===== src/hw/rtl/srs3_pkg.sv =====
// Shared types, constants and helpers of the S3 record encoder.
`default_nettype none
package srs3_pkg;

    localparam int unsigned ADDR_W     = 32;
    localparam int unsigned COUNT_W    = 17;
    localparam int unsigned BYTE_W     = 8;
    localparam int unsigned CFG_IDX_W  = 2;
    localparam int unsigned CFG_DATA_W = 32;
    localparam int unsigned POS_W      = 5;
    localparam int unsigned QUEUE_DEPTH = 4;

    // register indexes of the configuration port
    localparam logic [CFG_IDX_W-1:0] REG_START_ADDRESS    = 2'd0;
    localparam logic [CFG_IDX_W-1:0] REG_TOTAL_COUNT      = 2'd1;
    localparam logic [CFG_IDX_W-1:0] REG_MAX_RECORD_BYTES = 2'd2;

    localparam logic [COUNT_W-1:0] COUNT_LIMIT    = 17'd126972;
    localparam logic [BYTE_W-1:0]  RECORD_DEFAULT = 8'd239;
    localparam logic [BYTE_W-1:0]  RECORD_LIMIT   = 8'd250;
    localparam logic [BYTE_W-1:0]  COUNT_EXTRA    = 8'd5;

    localparam logic [BYTE_W-1:0] CH_S      = 8'h53;
    localparam logic [BYTE_W-1:0] CH_3      = 8'h33;
    localparam logic [BYTE_W-1:0] CH_NL     = 8'h0A;
    localparam logic [BYTE_W-1:0] CH_ZERO   = 8'h30;
    localparam logic [BYTE_W-1:0] CH_NINE   = 8'h39;
    localparam logic [BYTE_W-1:0] CH_LETTER = 8'd7;

    // character positions inside one record's text
    localparam logic [POS_W-1:0] POS_S        = 5'd0;
    localparam logic [POS_W-1:0] POS_3        = 5'd1;
    localparam logic [POS_W-1:0] POS_FIRST_HEX = 5'd2;
    localparam logic [POS_W-1:0] POS_DATA_HI  = 5'd12;
    localparam logic [POS_W-1:0] POS_DATA_LO  = 5'd13;
    localparam logic [POS_W-1:0] POS_CHK_LO   = 5'd15;
    localparam logic [POS_W-1:0] POS_NL       = 5'd16;

    // one data byte, classified, with everything needed to print it
    typedef struct packed {
        logic              open;   // print the record header first
        logic [BYTE_W-1:0] cnt;
        logic [ADDR_W-1:0] addr;
        logic [BYTE_W-1:0] data;
        logic              close;  // print checksum and newline after
        logic [BYTE_W-1:0] chk;
        logic              eos;
    } t_cmd;

    function automatic logic [BYTE_W-1:0] hex_digit(input logic [3:0] nib);
        logic [BYTE_W-1:0] c;
        c = {4'h0, nib} + CH_ZERO;
        if (c > CH_NINE) begin
            c = c + CH_LETTER;
        end
        return c;
    endfunction

endpackage
`default_nettype wire


===== src/hw/rtl/srs3_front.sv =====
// Front end: configuration registers, session bookkeeping and byte classification.
`default_nettype none
module srs3_front (
    input  wire logic                                i_clk,
    input  wire logic                                i_rst_n,
    input  wire logic                                i_cfg_wr_en,
    input  wire logic [srs3_pkg::CFG_IDX_W-1:0]      i_cfg_index,
    input  wire logic [srs3_pkg::CFG_DATA_W-1:0]     i_cfg_wdata,
    input  wire logic                                i_in_valid,
    output logic                                     o_in_ready,
    input  wire logic [srs3_pkg::BYTE_W-1:0]         i_data_byte,
    input  wire logic                                i_q_full,
    output logic                                     o_push,
    output srs3_pkg::t_cmd                           o_cmd
);

    logic [srs3_pkg::ADDR_W-1:0]  r_cfg_start;
    logic [srs3_pkg::COUNT_W-1:0] r_cfg_total;
    logic [srs3_pkg::BYTE_W-1:0]  r_cfg_max;
    logic [srs3_pkg::COUNT_W-1:0] r_rem,  n_rem;
    logic [srs3_pkg::ADDR_W-1:0]  r_addr, n_addr;
    logic [srs3_pkg::BYTE_W-1:0]  r_left, n_left;
    logic [srs3_pkg::BYTE_W-1:0]  r_sum,  n_sum;

    logic                         accept;
    logic                         open;
    logic                         active;
    logic [srs3_pkg::BYTE_W-1:0]  lim;
    logic [srs3_pkg::BYTE_W-1:0]  rec_len;
    logic [srs3_pkg::BYTE_W-1:0]  cnt;
    logic [srs3_pkg::BYTE_W-1:0]  left_now;
    logic [srs3_pkg::BYTE_W-1:0]  sum_base;
    logic [srs3_pkg::BYTE_W-1:0]  sum_new;
    logic [srs3_pkg::COUNT_W-1:0] total_clamped;

    assign o_in_ready = !i_q_full;
    assign accept     = i_in_valid && o_in_ready;

    assign total_clamped =
        (i_cfg_wdata[srs3_pkg::COUNT_W-1:0] > srs3_pkg::COUNT_LIMIT) ?
        srs3_pkg::COUNT_LIMIT : i_cfg_wdata[srs3_pkg::COUNT_W-1:0];

    always_comb begin
        open   = (r_left == '0);
        active = !(open && (r_rem == '0));
        priority if (r_cfg_max == '0) begin
            lim = 8'd1;
        end else if (r_cfg_max > srs3_pkg::RECORD_LIMIT) begin
            lim = srs3_pkg::RECORD_LIMIT;
        end else begin
            lim = r_cfg_max;
        end
        rec_len  = (r_rem < {9'd0, lim}) ? r_rem[srs3_pkg::BYTE_W-1:0] : lim;
        cnt      = rec_len + srs3_pkg::COUNT_EXTRA;
        left_now = open ? rec_len : r_left;
        sum_base = open ? (cnt + r_addr[31:24] + r_addr[23:16] + r_addr[15:8] + r_addr[7:0])
                        : r_sum;
        sum_new  = sum_base + i_data_byte;

        o_cmd.open  = open;
        o_cmd.cnt   = cnt;
        o_cmd.addr  = r_addr;
        o_cmd.data  = i_data_byte;
        o_cmd.close = (left_now == 8'd1);
        o_cmd.chk   = ~sum_new;
        o_cmd.eos   = (left_now == 8'd1) && (r_rem == 17'd1);
        o_push      = accept && active;

        n_rem  = r_rem;
        n_addr = r_addr;
        n_left = r_left;
        n_sum  = r_sum;
        if (o_push) begin
            n_rem  = r_rem - 17'd1;
            n_addr = r_addr + 32'd1;
            n_left = left_now - 8'd1;
            n_sum  = o_cmd.close ? 8'd0 : sum_new;
            if (o_cmd.eos) begin
                n_rem  = r_cfg_total;
                n_addr = r_cfg_start;
            end
        end
    end

    always_ff @(posedge i_clk) begin
        if (!i_rst_n) begin
            r_cfg_start <= '0;
            r_cfg_total <= '0;
            r_cfg_max   <= srs3_pkg::RECORD_DEFAULT;
            r_rem       <= '0;
            r_addr      <= '0;
            r_left      <= '0;
            r_sum       <= '0;
        end else if (i_cfg_wr_en && (i_cfg_index == srs3_pkg::REG_START_ADDRESS)) begin
            r_cfg_start <= i_cfg_wdata;
            r_rem       <= r_cfg_total;
            r_addr      <= i_cfg_wdata;
            r_left      <= '0;
            r_sum       <= '0;
        end else if (i_cfg_wr_en && (i_cfg_index == srs3_pkg::REG_TOTAL_COUNT)) begin
            r_cfg_total <= total_clamped;
            r_rem       <= total_clamped;
            r_addr      <= r_cfg_start;
            r_left      <= '0;
            r_sum       <= '0;
        end else begin
            if (i_cfg_wr_en && (i_cfg_index == srs3_pkg::REG_MAX_RECORD_BYTES)) begin
                r_cfg_max <= i_cfg_wdata[srs3_pkg::BYTE_W-1:0];
            end
            r_rem  <= n_rem;
            r_addr <= n_addr;
            r_left <= n_left;
            r_sum  <= n_sum;
        end
    end

endmodule
`default_nettype wire


===== src/hw/rtl/srs3_queue.sv =====
// Short command queue between front end and printer.
`default_nettype none
module srs3_queue #(
    parameter int unsigned DEPTH = srs3_pkg::QUEUE_DEPTH
) (
    input  wire logic           i_clk,
    input  wire logic           i_rst_n,
    input  wire logic           i_push,
    input  wire srs3_pkg::t_cmd i_cmd,
    output logic                o_full,
    input  wire logic           i_pop,
    output logic                o_valid,
    output srs3_pkg::t_cmd      o_cmd
);

    localparam int unsigned PTR_W = (DEPTH > 1) ? $clog2(DEPTH) : 1;
    localparam int unsigned CNT_W = $clog2(DEPTH + 1);
    localparam logic [PTR_W-1:0] LAST_PTR = PTR_W'(DEPTH - 1);
    localparam logic [CNT_W-1:0] FULL_CNT = CNT_W'(DEPTH);

    srs3_pkg::t_cmd   r_mem [DEPTH];
    logic [PTR_W-1:0] r_wr_ptr;
    logic [PTR_W-1:0] r_rd_ptr;
    logic [CNT_W-1:0] r_count;

    assign o_full  = (r_count == FULL_CNT);
    assign o_valid = (r_count != '0);
    assign o_cmd   = r_mem[r_rd_ptr];

    always_ff @(posedge i_clk) begin
        if (i_push) begin
            r_mem[r_wr_ptr] <= i_cmd;
        end
    end

    always_ff @(posedge i_clk) begin
        if (!i_rst_n) begin
            r_wr_ptr <= '0;
            r_rd_ptr <= '0;
            r_count  <= '0;
        end else begin
            if (i_push) begin
                r_wr_ptr <= (r_wr_ptr == LAST_PTR) ? '0 : r_wr_ptr + PTR_W'(1);
            end
            if (i_pop) begin
                r_rd_ptr <= (r_rd_ptr == LAST_PTR) ? '0 : r_rd_ptr + PTR_W'(1);
            end
            if (i_push && !i_pop) begin
                r_count <= r_count + CNT_W'(1);
            end else if (!i_push && i_pop) begin
                r_count <= r_count - CNT_W'(1);
            end
        end
    end

endmodule
`default_nettype wire


===== src/hw/rtl/srs3_back.sv =====
// Printer: walks one command's characters into the output register.
`default_nettype none
module srs3_back (
    input  wire logic                        i_clk,
    input  wire logic                        i_rst_n,
    input  wire logic                        i_q_valid,
    input  wire srs3_pkg::t_cmd              i_cmd,
    output logic                             o_pop,
    output logic                             o_out_valid,
    input  wire logic                        i_out_ready,
    output logic [srs3_pkg::BYTE_W-1:0]      o_out_char,
    output logic                             o_last_of_run,
    output logic                             o_end_of_record,
    output logic                             o_end_of_session
);

    logic                          r_mid;
    logic [srs3_pkg::POS_W-1:0]    r_pos;
    logic                          r_valid;
    logic [srs3_pkg::BYTE_W-1:0]   r_char;
    logic                          r_last;
    logic                          r_eor;
    logic                          r_eos;

    logic                          load;
    logic                          step;
    logic [srs3_pkg::POS_W-1:0]    pos;
    logic [srs3_pkg::POS_W-1:0]    pos_end;
    logic [3:0]                    nib_idx;
    logic [5:0]                    nib_shift;
    logic [55:0]                   nib_vec;
    logic [3:0]                    nib;
    logic [srs3_pkg::BYTE_W-1:0]   ch;

    assign load  = !r_valid || i_out_ready;
    assign step  = load && i_q_valid;

    always_comb begin
        pos       = r_mid ? r_pos : (i_cmd.open ? srs3_pkg::POS_S : srs3_pkg::POS_DATA_HI);
        pos_end   = i_cmd.close ? srs3_pkg::POS_NL : srs3_pkg::POS_DATA_LO;
        nib_vec   = {i_cmd.cnt, i_cmd.addr, i_cmd.data, i_cmd.chk};
        nib_idx   = 4'(pos - srs3_pkg::POS_FIRST_HEX);
        nib_shift = {4'd13 - nib_idx, 2'b00};
        nib       = nib_vec[nib_shift +: 4];
        priority if (pos == srs3_pkg::POS_S) begin
            ch = srs3_pkg::CH_S;
        end else if (pos == srs3_pkg::POS_3) begin
            ch = srs3_pkg::CH_3;
        end else if (pos == srs3_pkg::POS_NL) begin
            ch = srs3_pkg::CH_NL;
        end else begin
            ch = srs3_pkg::hex_digit(nib);
        end
    end

    assign o_pop = step && (pos == pos_end);

    always_ff @(posedge i_clk) begin
        if (!i_rst_n) begin
            r_mid   <= 1'b0;
            r_pos   <= '0;
            r_valid <= 1'b0;
        end else if (load) begin
            r_valid <= i_q_valid;
            if (step) begin
                r_mid <= (pos != pos_end);
                r_pos <= pos + srs3_pkg::POS_W'(1);
            end
        end
    end

    always_ff @(posedge i_clk) begin
        if (step) begin
            r_char <= ch;
            r_last <= (pos == pos_end);
            r_eor  <= (pos == srs3_pkg::POS_NL);
            r_eos  <= (pos == srs3_pkg::POS_NL) && i_cmd.eos;
        end
    end

    assign o_out_valid      = r_valid;
    assign o_out_char       = r_char;
    assign o_last_of_run    = r_last;
    assign o_end_of_record  = r_eor;
    assign o_end_of_session = r_eos;

endmodule
`default_nettype wire


===== src/hw/rtl/srecord_s3_encoder.sv =====
// Top level of the S3 record encoder: front end, command queue and printer.
//
// Usage
//   Input channel (i_in_valid / o_in_ready / i_data_byte): one data byte per beat.
//   Output channel (o_out_valid / i_out_ready): one ASCII character per beat,
//   with o_last_of_run on the final character a byte causes, o_end_of_record
//   on each record's newline and o_end_of_session on the session's last one.
//   Configuration port: write start_address (0), total_count (1) or
//   max_record_bytes (2) only while the block is idle. Writing 0 or 1
//   restarts the session; total_count clamps at 126972.
//   A byte that arrives with no session bytes due is taken and dropped.
// Throughput
//   A byte passes through the queue and then the output register before its
//   first character leaves. The output register sends one character per
//   cycle while the receiver is ready; a byte prints 2 characters inside a
//   record, 14 when it opens a record and 3 more when it closes one. The
//   front end takes one byte per cycle while the queue has room.
// Reset and stall
//   Reset clears the queue and output register and loads register defaults.
//   When the receiver stalls, hold the character; the queue fills and then
//   o_in_ready drops until the printer drains an entry.
`default_nettype none
module srecord_s3_encoder #(
    parameter int unsigned QUEUE_DEPTH = srs3_pkg::QUEUE_DEPTH
) (
    input  wire logic                             i_clk,
    input  wire logic                             i_rst_n,
    input  wire logic                             i_cfg_wr_en,
    input  wire logic [srs3_pkg::CFG_IDX_W-1:0]   i_cfg_index,
    input  wire logic [srs3_pkg::CFG_DATA_W-1:0]  i_cfg_wdata,
    input  wire logic                             i_in_valid,
    output logic                                  o_in_ready,
    input  wire logic [srs3_pkg::BYTE_W-1:0]      i_data_byte,
    output logic                                  o_out_valid,
    input  wire logic                             i_out_ready,
    output logic [srs3_pkg::BYTE_W-1:0]           o_out_char,
    output logic                                  o_last_of_run,
    output logic                                  o_end_of_record,
    output logic                                  o_end_of_session
);

    // front end to queue
    logic           push;
    logic           q_full;
    srs3_pkg::t_cmd push_cmd;
    // queue to printer
    logic           pop;
    logic           q_valid;
    srs3_pkg::t_cmd head_cmd;

    srs3_front u_front (
        .i_clk       (i_clk),
        .i_rst_n     (i_rst_n),
        .i_cfg_wr_en (i_cfg_wr_en),
        .i_cfg_index (i_cfg_index),
        .i_cfg_wdata (i_cfg_wdata),
        .i_in_valid  (i_in_valid),
        .o_in_ready  (o_in_ready),
        .i_data_byte (i_data_byte),
        .i_q_full    (q_full),
        .o_push      (push),
        .o_cmd       (push_cmd)
    );

    srs3_queue #(
        .DEPTH (QUEUE_DEPTH)
    ) u_queue (
        .i_clk   (i_clk),
        .i_rst_n (i_rst_n),
        .i_push  (push),
        .i_cmd   (push_cmd),
        .o_full  (q_full),
        .i_pop   (pop),
        .o_valid (q_valid),
        .o_cmd   (head_cmd)
    );

    srs3_back u_back (
        .i_clk            (i_clk),
        .i_rst_n          (i_rst_n),
        .i_q_valid        (q_valid),
        .i_cmd            (head_cmd),
        .o_pop            (pop),
        .o_out_valid      (o_out_valid),
        .i_out_ready      (i_out_ready),
        .o_out_char       (o_out_char),
        .o_last_of_run    (o_last_of_run),
        .o_end_of_record  (o_end_of_record),
        .o_end_of_session (o_end_of_session)
    );

endmodule
`default_nettype wire


===== config.mk =====
export PLATFORM = sky130hd
export DESIGN_NAME = srecord_s3_encoder
export DESIGN_NICKNAME = d
export VERILOG_FILES = /design/src/hw/rtl/srs3_pkg.sv /design/src/hw/rtl/srs3_front.sv /design/src/hw/rtl/srs3_queue.sv /design/src/hw/rtl/srs3_back.sv /design/src/hw/rtl/srecord_s3_encoder.sv
export SDC_FILE = /design/constraint.sdc
export NUM_CORES = 1
export LEC_CHECK = 0
export BUFFER_PORTS_ARGS = -buffer_cell sky130_fd_sc_hd__buf_2
export CORE_ASPECT_RATIO = 1.5
export CORE_UTILIZATION = 41
export CTS_CLUSTER_SIZE = 24
export DETAILED_ROUTE_END_ITERATION = 8
export GPL_TIMING_DRIVEN = 1
export HOLD_SLACK_MARGIN = 0.06
export PLACE_DENSITY_LB_ADDON = 0.25
export SLEW_MARGIN = 30
export SYNTH_ARGS = -nofsm -noshare
export SYNTH_HDL_FRONTEND = slang
export SYNTH_SLANG_ARGS = --single-unit

===== constraint.sdc =====
create_clock -name i_clk -period 9.2 [get_ports i_clk]
set_input_delay 0.92 -clock i_clk [delete_from_list [all_inputs] [get_ports i_clk]]
set_output_delay 0.92 -clock i_clk [all_outputs]
set_load 0.01 [all_outputs]

After elaboration in Yosys (flattened, before gate mapping):

Memories as Yosys holds them, arrays and structs flattened. A register that Yosys moved wholly into a read port is not among the register bits.
Index checks and enable logic that the tools add are counted.

* flip-flop bits (word level): 147
* RAM bits: 236
* output and inout bits: 13
* memories: 1

Memory list
* u_queue.r_mem: words 4, width 59, rd ports 1, clocked after Yosys merged registers in 1, write ports 1, RTL line srs3_queue.sv:21 `srs3_pkg::t_cmd r_mem [DEPTH];`

* $add $sub $neg: 18
* order comparisons: 4
* equal/unequal tests: 11
* shift-type cells: 1
* multiplexer cells: 29
* bitwise logic cells: 4
* reductions and logical operators: 32

Operators by type and width (count)
* $mux W32: 4
* $mux W17: 5
* $mux W8: 7
* $shiftx A56 B7 Y4: 1
* $add A8 B8 Y8: 5
* $add A32 B1 Y32 const B: 1
* $eq A17 B1 Y1 const B: 1
* $gt A17 B17 Y1 const B: 1
* $logic_not A17 Y1: 1
* $lt A17 B8 Y1: 1
* $sub A17 B1 Y17 const B: 1
* $add A8 B3 Y8 const B: 2
* $logic_not A8 Y1: 2
* $mux W7: 2
* $logic_and A1 B1 Y1: 12
* $mux W5: 2
* $eq A8 B1 Y1 const B: 1
* $gt A8 B6 Y1 const B: 1
* $gt A8 B8 Y1 const B: 1
* $mux W2: 4
* $not A8 Y8: 1
* $sub A8 B1 Y8 const B: 1
* $add A4 B6 Y7 const B: 1
* $eq A2 B2 Y1 const B: 3
* other kinds (26): 38

Logic depth before layout (Yosys ltp):

* depth in word-level cells: 13
* gate-level depth with buffers: 33
* depth with buffers taken out: 33

Modules after synthesis:

Synthesis repeated with hierarchy kept, for this count alone.

* cells, all modules: 1539
* area total of the unflattened synthesis: 18616.6 um2

Modules (own cells, without submodules)
* srs3_queue: times used 1, cells an instance 353, area an instance 8986.1 um2, seq. area each 7267.0 um2
* srs3_front: times used 1, cells an instance 1009, area an instance 7993.9 um2, seq. area each 2442.3 um2
* srs3_back: times used 1, cells an instance 177, area an instance 1636.6 um2, seq. area each 440.4 um2

Worst setup path before layout:

No wires, ideal clock.

* path type: register -> register
* from: reg u_front.r_cfg_max[6] (netlist name)
* to: reg u_front.r_sum[7] (netlist name)
* setup time: 0.124 ns
* arrival time: 6.924 ns
* slack: 2.151 ns
* cell stages (with the launch flop): 34
* clock period less this slack: 7.049 ns
* cell sequence: dfxtp_1 -> and4_1 -> a31o_2 -> inv_1 -> ha_1 -> nand4b_1 -> or4_1 -> a2111o_1 -> nand3_2 -> mux2i_1 -> inv_1 -> ha_1 -> inv_1 -> xnor2_1 -> fa_1 -> fa_1 -> inv_1 -> fa_1 -> inv_1 -> ha_1 -> a21o_1 -> a21o_1 -> a21oi_1 -> nor2_1 -> nor2_1 -> xor2_1 -> o21ai_0 -> ha_1 -> nor2_1 -> a211o_1 -> xnor2_1 -> o21ai_0 -> a22oi_1 -> o22ai_1

RTL lines
* start, declared: RTL line srs3_front.sv:19 `logic [srs3_pkg::BYTE_W-1:0] r_cfg_max;`
* start signal, assigned: RTL line srs3_front.sv:89 `r_cfg_max <= srs3_pkg::RECORD_DEFAULT;`
* start signal, assigned: RTL line srs3_front.sv:108 `r_cfg_max <= i_cfg_wdata[srs3_pkg::BYTE_W-1:0];`
* end signal, assigned: RTL line srs3_front.sv:113 `r_sum <= n_sum;`
* end, declared: RTL line srs3_front.sv:23 `logic [srs3_pkg::BYTE_W-1:0] r_sum, n_sum;`

==> impl.org <==
** Synthesis
- Commonest register cell after synthesis :: edfxtp_1
- The mapped netlist covers 18,500 um2.
- After synthesis, the share of flip-flops with an asynchronous set or reset is 0%.
- A synthesized cell averages 11.7 um2.
- The number of nets in the synthesized netlist is 1,681.
- Total of warnings raised by yosys :: 0
- In this run, synthesis produced a sequential element count of 384.
- Distinct cells, synth :: 82
- Fraction of the yosys area taken by sequential cells :: 54.9%
- Synthesized instance count :: 1,573
- The synthesized design contains 246 enable-type register cells.

** Clock tree
- Counting every sink on the clock net gives 384.
- Number of buffers inserted to repair setup after CTS :: 0
- Hold Buf Count CTS :: 0
- TritonCTS built the clock tree.
- Clock-pin slew was measured on the worst setup and hold paths at 60 ps.
- Worst-skew pair later-pin latency :: 540 ps
- Clk root buf :: clkbuf_16
- CTS Buf Count :: 39
- In this run the deepest clock path goes through 3 buffers.
- CTS built an H-tree with a depth of 2.
- In this run, post-CTS repair resized a total of 0 instances.

** Timing
- Shortest period the worst path allows :: 7870 ps
- Setup repair after global routing left no endpoint under its margin.
- Worst slack on hold paths :: 451 ps
- Minimum setup slack in the final design :: 1330 ps
- Achievable clock frequency :: 127 MHz
- Transition time at the pin with the least slew margin :: 1020 ps
- Setup violations remaining at the end of the flow were counted as 0.
- For the final database, setup skew stands at 12.2 ps.
- The worst pin sits at a relative slew slack of 31.4%.
- Final worst path period share :: 85.5%
- For the final routed database, the setup TNS stands at 0 ps.
- Slew Viols, Final :: 0
- Total count of hold-check failures in the final report :: 0

** Worst setup path
- The cell that appears most often on the critical path is inv_1.
- End of the worst register-to-register path :: u_front.r_sum[7]$_SDFFE_PP0P_
- Reg2Reg Depth :: 33
- On the critical path the largest part of the delay comes from adder cells.
- The startpoint identified for the worst register-to-register timing path is u_front.r_cfg_max[6]$_SDFFE_PN1P_.
- Critical Path Slowest Stage Cell :: a221oi_1
- Critical path start-end classification :: reg2reg
- The largest single stage delay on the critical path is 720 ps.
- R2r setup slk :: 1330 ps
- Along the worst path, the maximum fanout reaches 8.
- Endpoint kind of the worst setup timing path :: flip-flop
- STA classifies the critical path startpoint as a flip-flop.
- Data on the critical path is required at its endpoint by 9590 ps.
- Endpoint arrival time on the critical path :: 8250 ps
- The number of buffers and inverters on the critical path is 5.

** Floorplan
- The floorplan step set the die height to 262 um.
- Placeable Area :: 44,100 um2
- Row cnt :: 94
- Area enclosed by the die boundary :: 45,900 um2
- The initial utilization of the core area, before any placement, comes to 41.9%.
- For this design the top-level I/O count stands at 60.
- Width of the die :: 175 um

** Final layout
- Fraction of layout cells with a size suffix above 1 :: 14.3%
- Synthesis-to-finish area growth :: 11.1%
- Summed area of non-filler cells in the final layout :: 20,500 um2
- ANT cells :: 0
- Layout fillers :: 3,995
- After the last flow step, the layout net total stands at 1,711.

** Place
- Input and output buffers added on the ports amount to 58.
- Routability-driven placement finished with a final weighted congestion of 0.886.
- Before CTS, the worst setup slack after placement is 1380 ps.
- Post-detailed-placement half-perimeter wirelength :: 33,600 um
- The placed instances occupy a cell area of 19,300 um2.

** Min path
- Counting instances, the worst hold path has a depth of 2.
- The startpoint identified for the worst hold timing path is u_front.r_sum[0]$_SDFFE_PP0P_.
- Worst hold path type :: reg2reg
- The worst hold path terminates at u_front.r_sum[0]$_SDFFE_PP0P_.

** Pwr
- The design draws 0.00707 W.
- Leak Pwr :: 7.19 nW
- Across the VDD grid, the largest voltage drop is 0.218 mV.
- Areal power density over the cells :: 344 nW/um2

** Route
- Summing over every cut layer, the via total after detailed routing is 12,700.
- The pre-antenna-repair detailed-routing pass consisted of 7 iterations.
- Post-detailed-route wirelength per cell :: 22.3 um
- Once detail routing completed, the nets flagged for antenna violations numbered 0.
- Starting DRT DRC Count :: 931
- Routed Wire Length :: 49,100 um
- Total DRC errors in the routed layout :: 0
- In the routed layout, each cell is associated on average with a via count of 5.73.

** Global routing
- GRT Resource Usage Total :: 21.7%
- First-pass GRT wire length :: 74,600 um
- The initial antenna violation count is 0.
- Entering global routing, the biggest net connects 89 pins.
- For this run the aggregate overflow at the end of global routing stands at 0.
- The number of global-route vias before repair came to 12,400.

** Flow run
- The tool flagged a number of max-cap violations equal to 0.

** Run status
- Status :: finished clean
## how the worst max path moves through the flow
stage,start,slack (ps),end,cells past startpoint
global placement,u_front.r_cfg_max[4]$_SDFFE_PN0P_,1530,u_front.r_sum[7]$_SDFFE_PP0P_,33
global route,u_front.r_cfg_max[4]$_SDFFE_PN0P_,610,u_front.r_sum[7]$_SDFFE_PP0P_,33
CTS,u_front.r_cfg_max[4]$_SDFFE_PN0P_,1340,u_front.r_sum[7]$_SDFFE_PP0P_,33
detailed placement,u_front.r_cfg_max[4]$_SDFFE_PN0P_,1380,u_front.r_sum[7]$_SDFFE_PP0P_,33
floorplan,u_front.r_cfg_max[6]$_SDFFE_PN1P_,2150,u_front.r_sum[7]$_SDFFE_PP0P_,33
finish,u_front.r_cfg_max[6]$_SDFFE_PN1P_,1330,u_front.r_sum[7]$_SDFFE_PP0P_,33
## Yosys cell counts (4+ instances only)
cell	n	area (um2)
xor2_1	21	184
o221ai_1	9	78.8
or3_1	11	68.8
nor3_1	52	260
a22oi_1	6	45.0
o21a_1	4	30.0
o21ai_0	68	340
nor2b_1	11	68.8
nand4_1	12	75.1
or4_1	8	60.1
a21boi_0	42	315
clkbuf_1	71	267
a211oi_1	8	60.1
a41oi_1	6	52.6
dfxtp_1	138	2760
nor4_1	6	37.5
o22ai_1	5	31.3
inv_1	72	270
nand2_1	194	728
a31o_2	4	35.0
buf_1	9	33.8
o311a_1	6	60.1
nand2b_1	9	56.3
edfxtp_1	246	7390
o211a_1	5	50.1
a31oi_1	50	313
a311oi_1	7	61.3
a21o_1	8	60.1
nor2_1	67	251
nand3_1	52	260
and2_1	14	87.6
a21oi_1	63	315
buf_2	11	55.1
mux2i_1	24	240
o211ai_1	12	90.1
ha_1	39	488
mux4_2	61	1370
xnor2_1	45	394
fa_1	22	440
and3_1	8	50.1
## worst register-to-register path: cells and delay by family, from the launching register on
| kind | cells | cell delay (ps) |
|---|---|---|
| DFF | 1 | 380 |
| buffers and inverters | 5 | 350 |
| adders and majority gates | 7 | 2500 |
| AOI/OAI and AO/OA | 12 | 2490 |
| xor gates and xnor gates | 3 | 740 |
| and+or+nand+nor | 5 | 900 |
| muxes | 1 | 350 |
## power breakdown
group          switching (W)  internal [W]  total, W
Clock               0.000656      0.000876   0.00153
Combinational        0.00179       0.00112   0.00292
Sequential          0.000198       0.00242   0.00262
## cell usage in the layout (no fill, tap or decap), types with 45 or more instances in the layout
| cell type | n |
|---|---|
| a21oi_1 | 62 |
| a31oi_1 | 50 |
| buf_2 | 58 |
| dfxtp_1 | 136 |
| edfxtp_1 | 246 |
| inv_1 | 72 |
| mux4_2 | 61 |
| nand2_1 | 193 |
| nand3_1 | 52 |
| nor2_1 | 66 |
| nor3_1 | 52 |
| o21ai_0 | 68 |
| xnor2_1 | 45 |
## per-stage QoR
step / instances / util (%)
global route: 2206 / 46.6
finish: 2206 / 46.6
CTS: 2206 / 46.6
detailed placement: 2138 / 43.8
floorplan: 1573 / -
global placement: 2138 / 43.8
## area by class of cell
type	instances	area, um2	area share (%)
flip-flops and latches	384	10200	49.5
multi-input cells	1022	7710	37.5
clock buffers	49	1030	5.00
well taps	576	721	3.51
repair buffers	82	470	2.29
inverters	74	278	1.35
clock inverters	19	176	0.859
## cells by family after synthesis
group                    Yosys count  share of synthesized area, %
AO/OA/AOI/OAI                    341                          12.5
buffers and inverters            167                          3.53
multiplexers                      89                          9.03
AND/OR/NAND/NOR                  464                          11.8
XOR/XNOR                          66                          3.13
adder cells (fa/ha/maj)           61                          5.02
flip-flops                       384                          54.9
other                              1                        0.0203
## sequential cells by signal, indices dropped and copies added (netlist names), 2 cells and up, named ones only
name / count
u_back.o_out_char: 7
u_back.r_pos: 5
u_front.r_addr: 32
u_front.r_cfg_max: 8
u_front.r_cfg_start: 32
u_front.r_cfg_total: 17
u_front.r_left: 8
u_front.r_rem: 17
u_front.r_sum: 8
u_queue.r_count: 3
u_queue.r_mem: 236
u_queue.r_rd_ptr: 2
u_queue.r_wr_ptr: 2
## layer usage
layer / up-vias / part of all wire (%) / GRT usage, %
met5: - / 0 / 0
met4: 0 / 4.7 / 9.98
met2: 342 / 52 / 39.2
met3: 102 / 4.1 / 2.78
li1: 5908 / - / -
met1: 6299 / 40 / 25.6
Power figures use the tool's default switching activity.
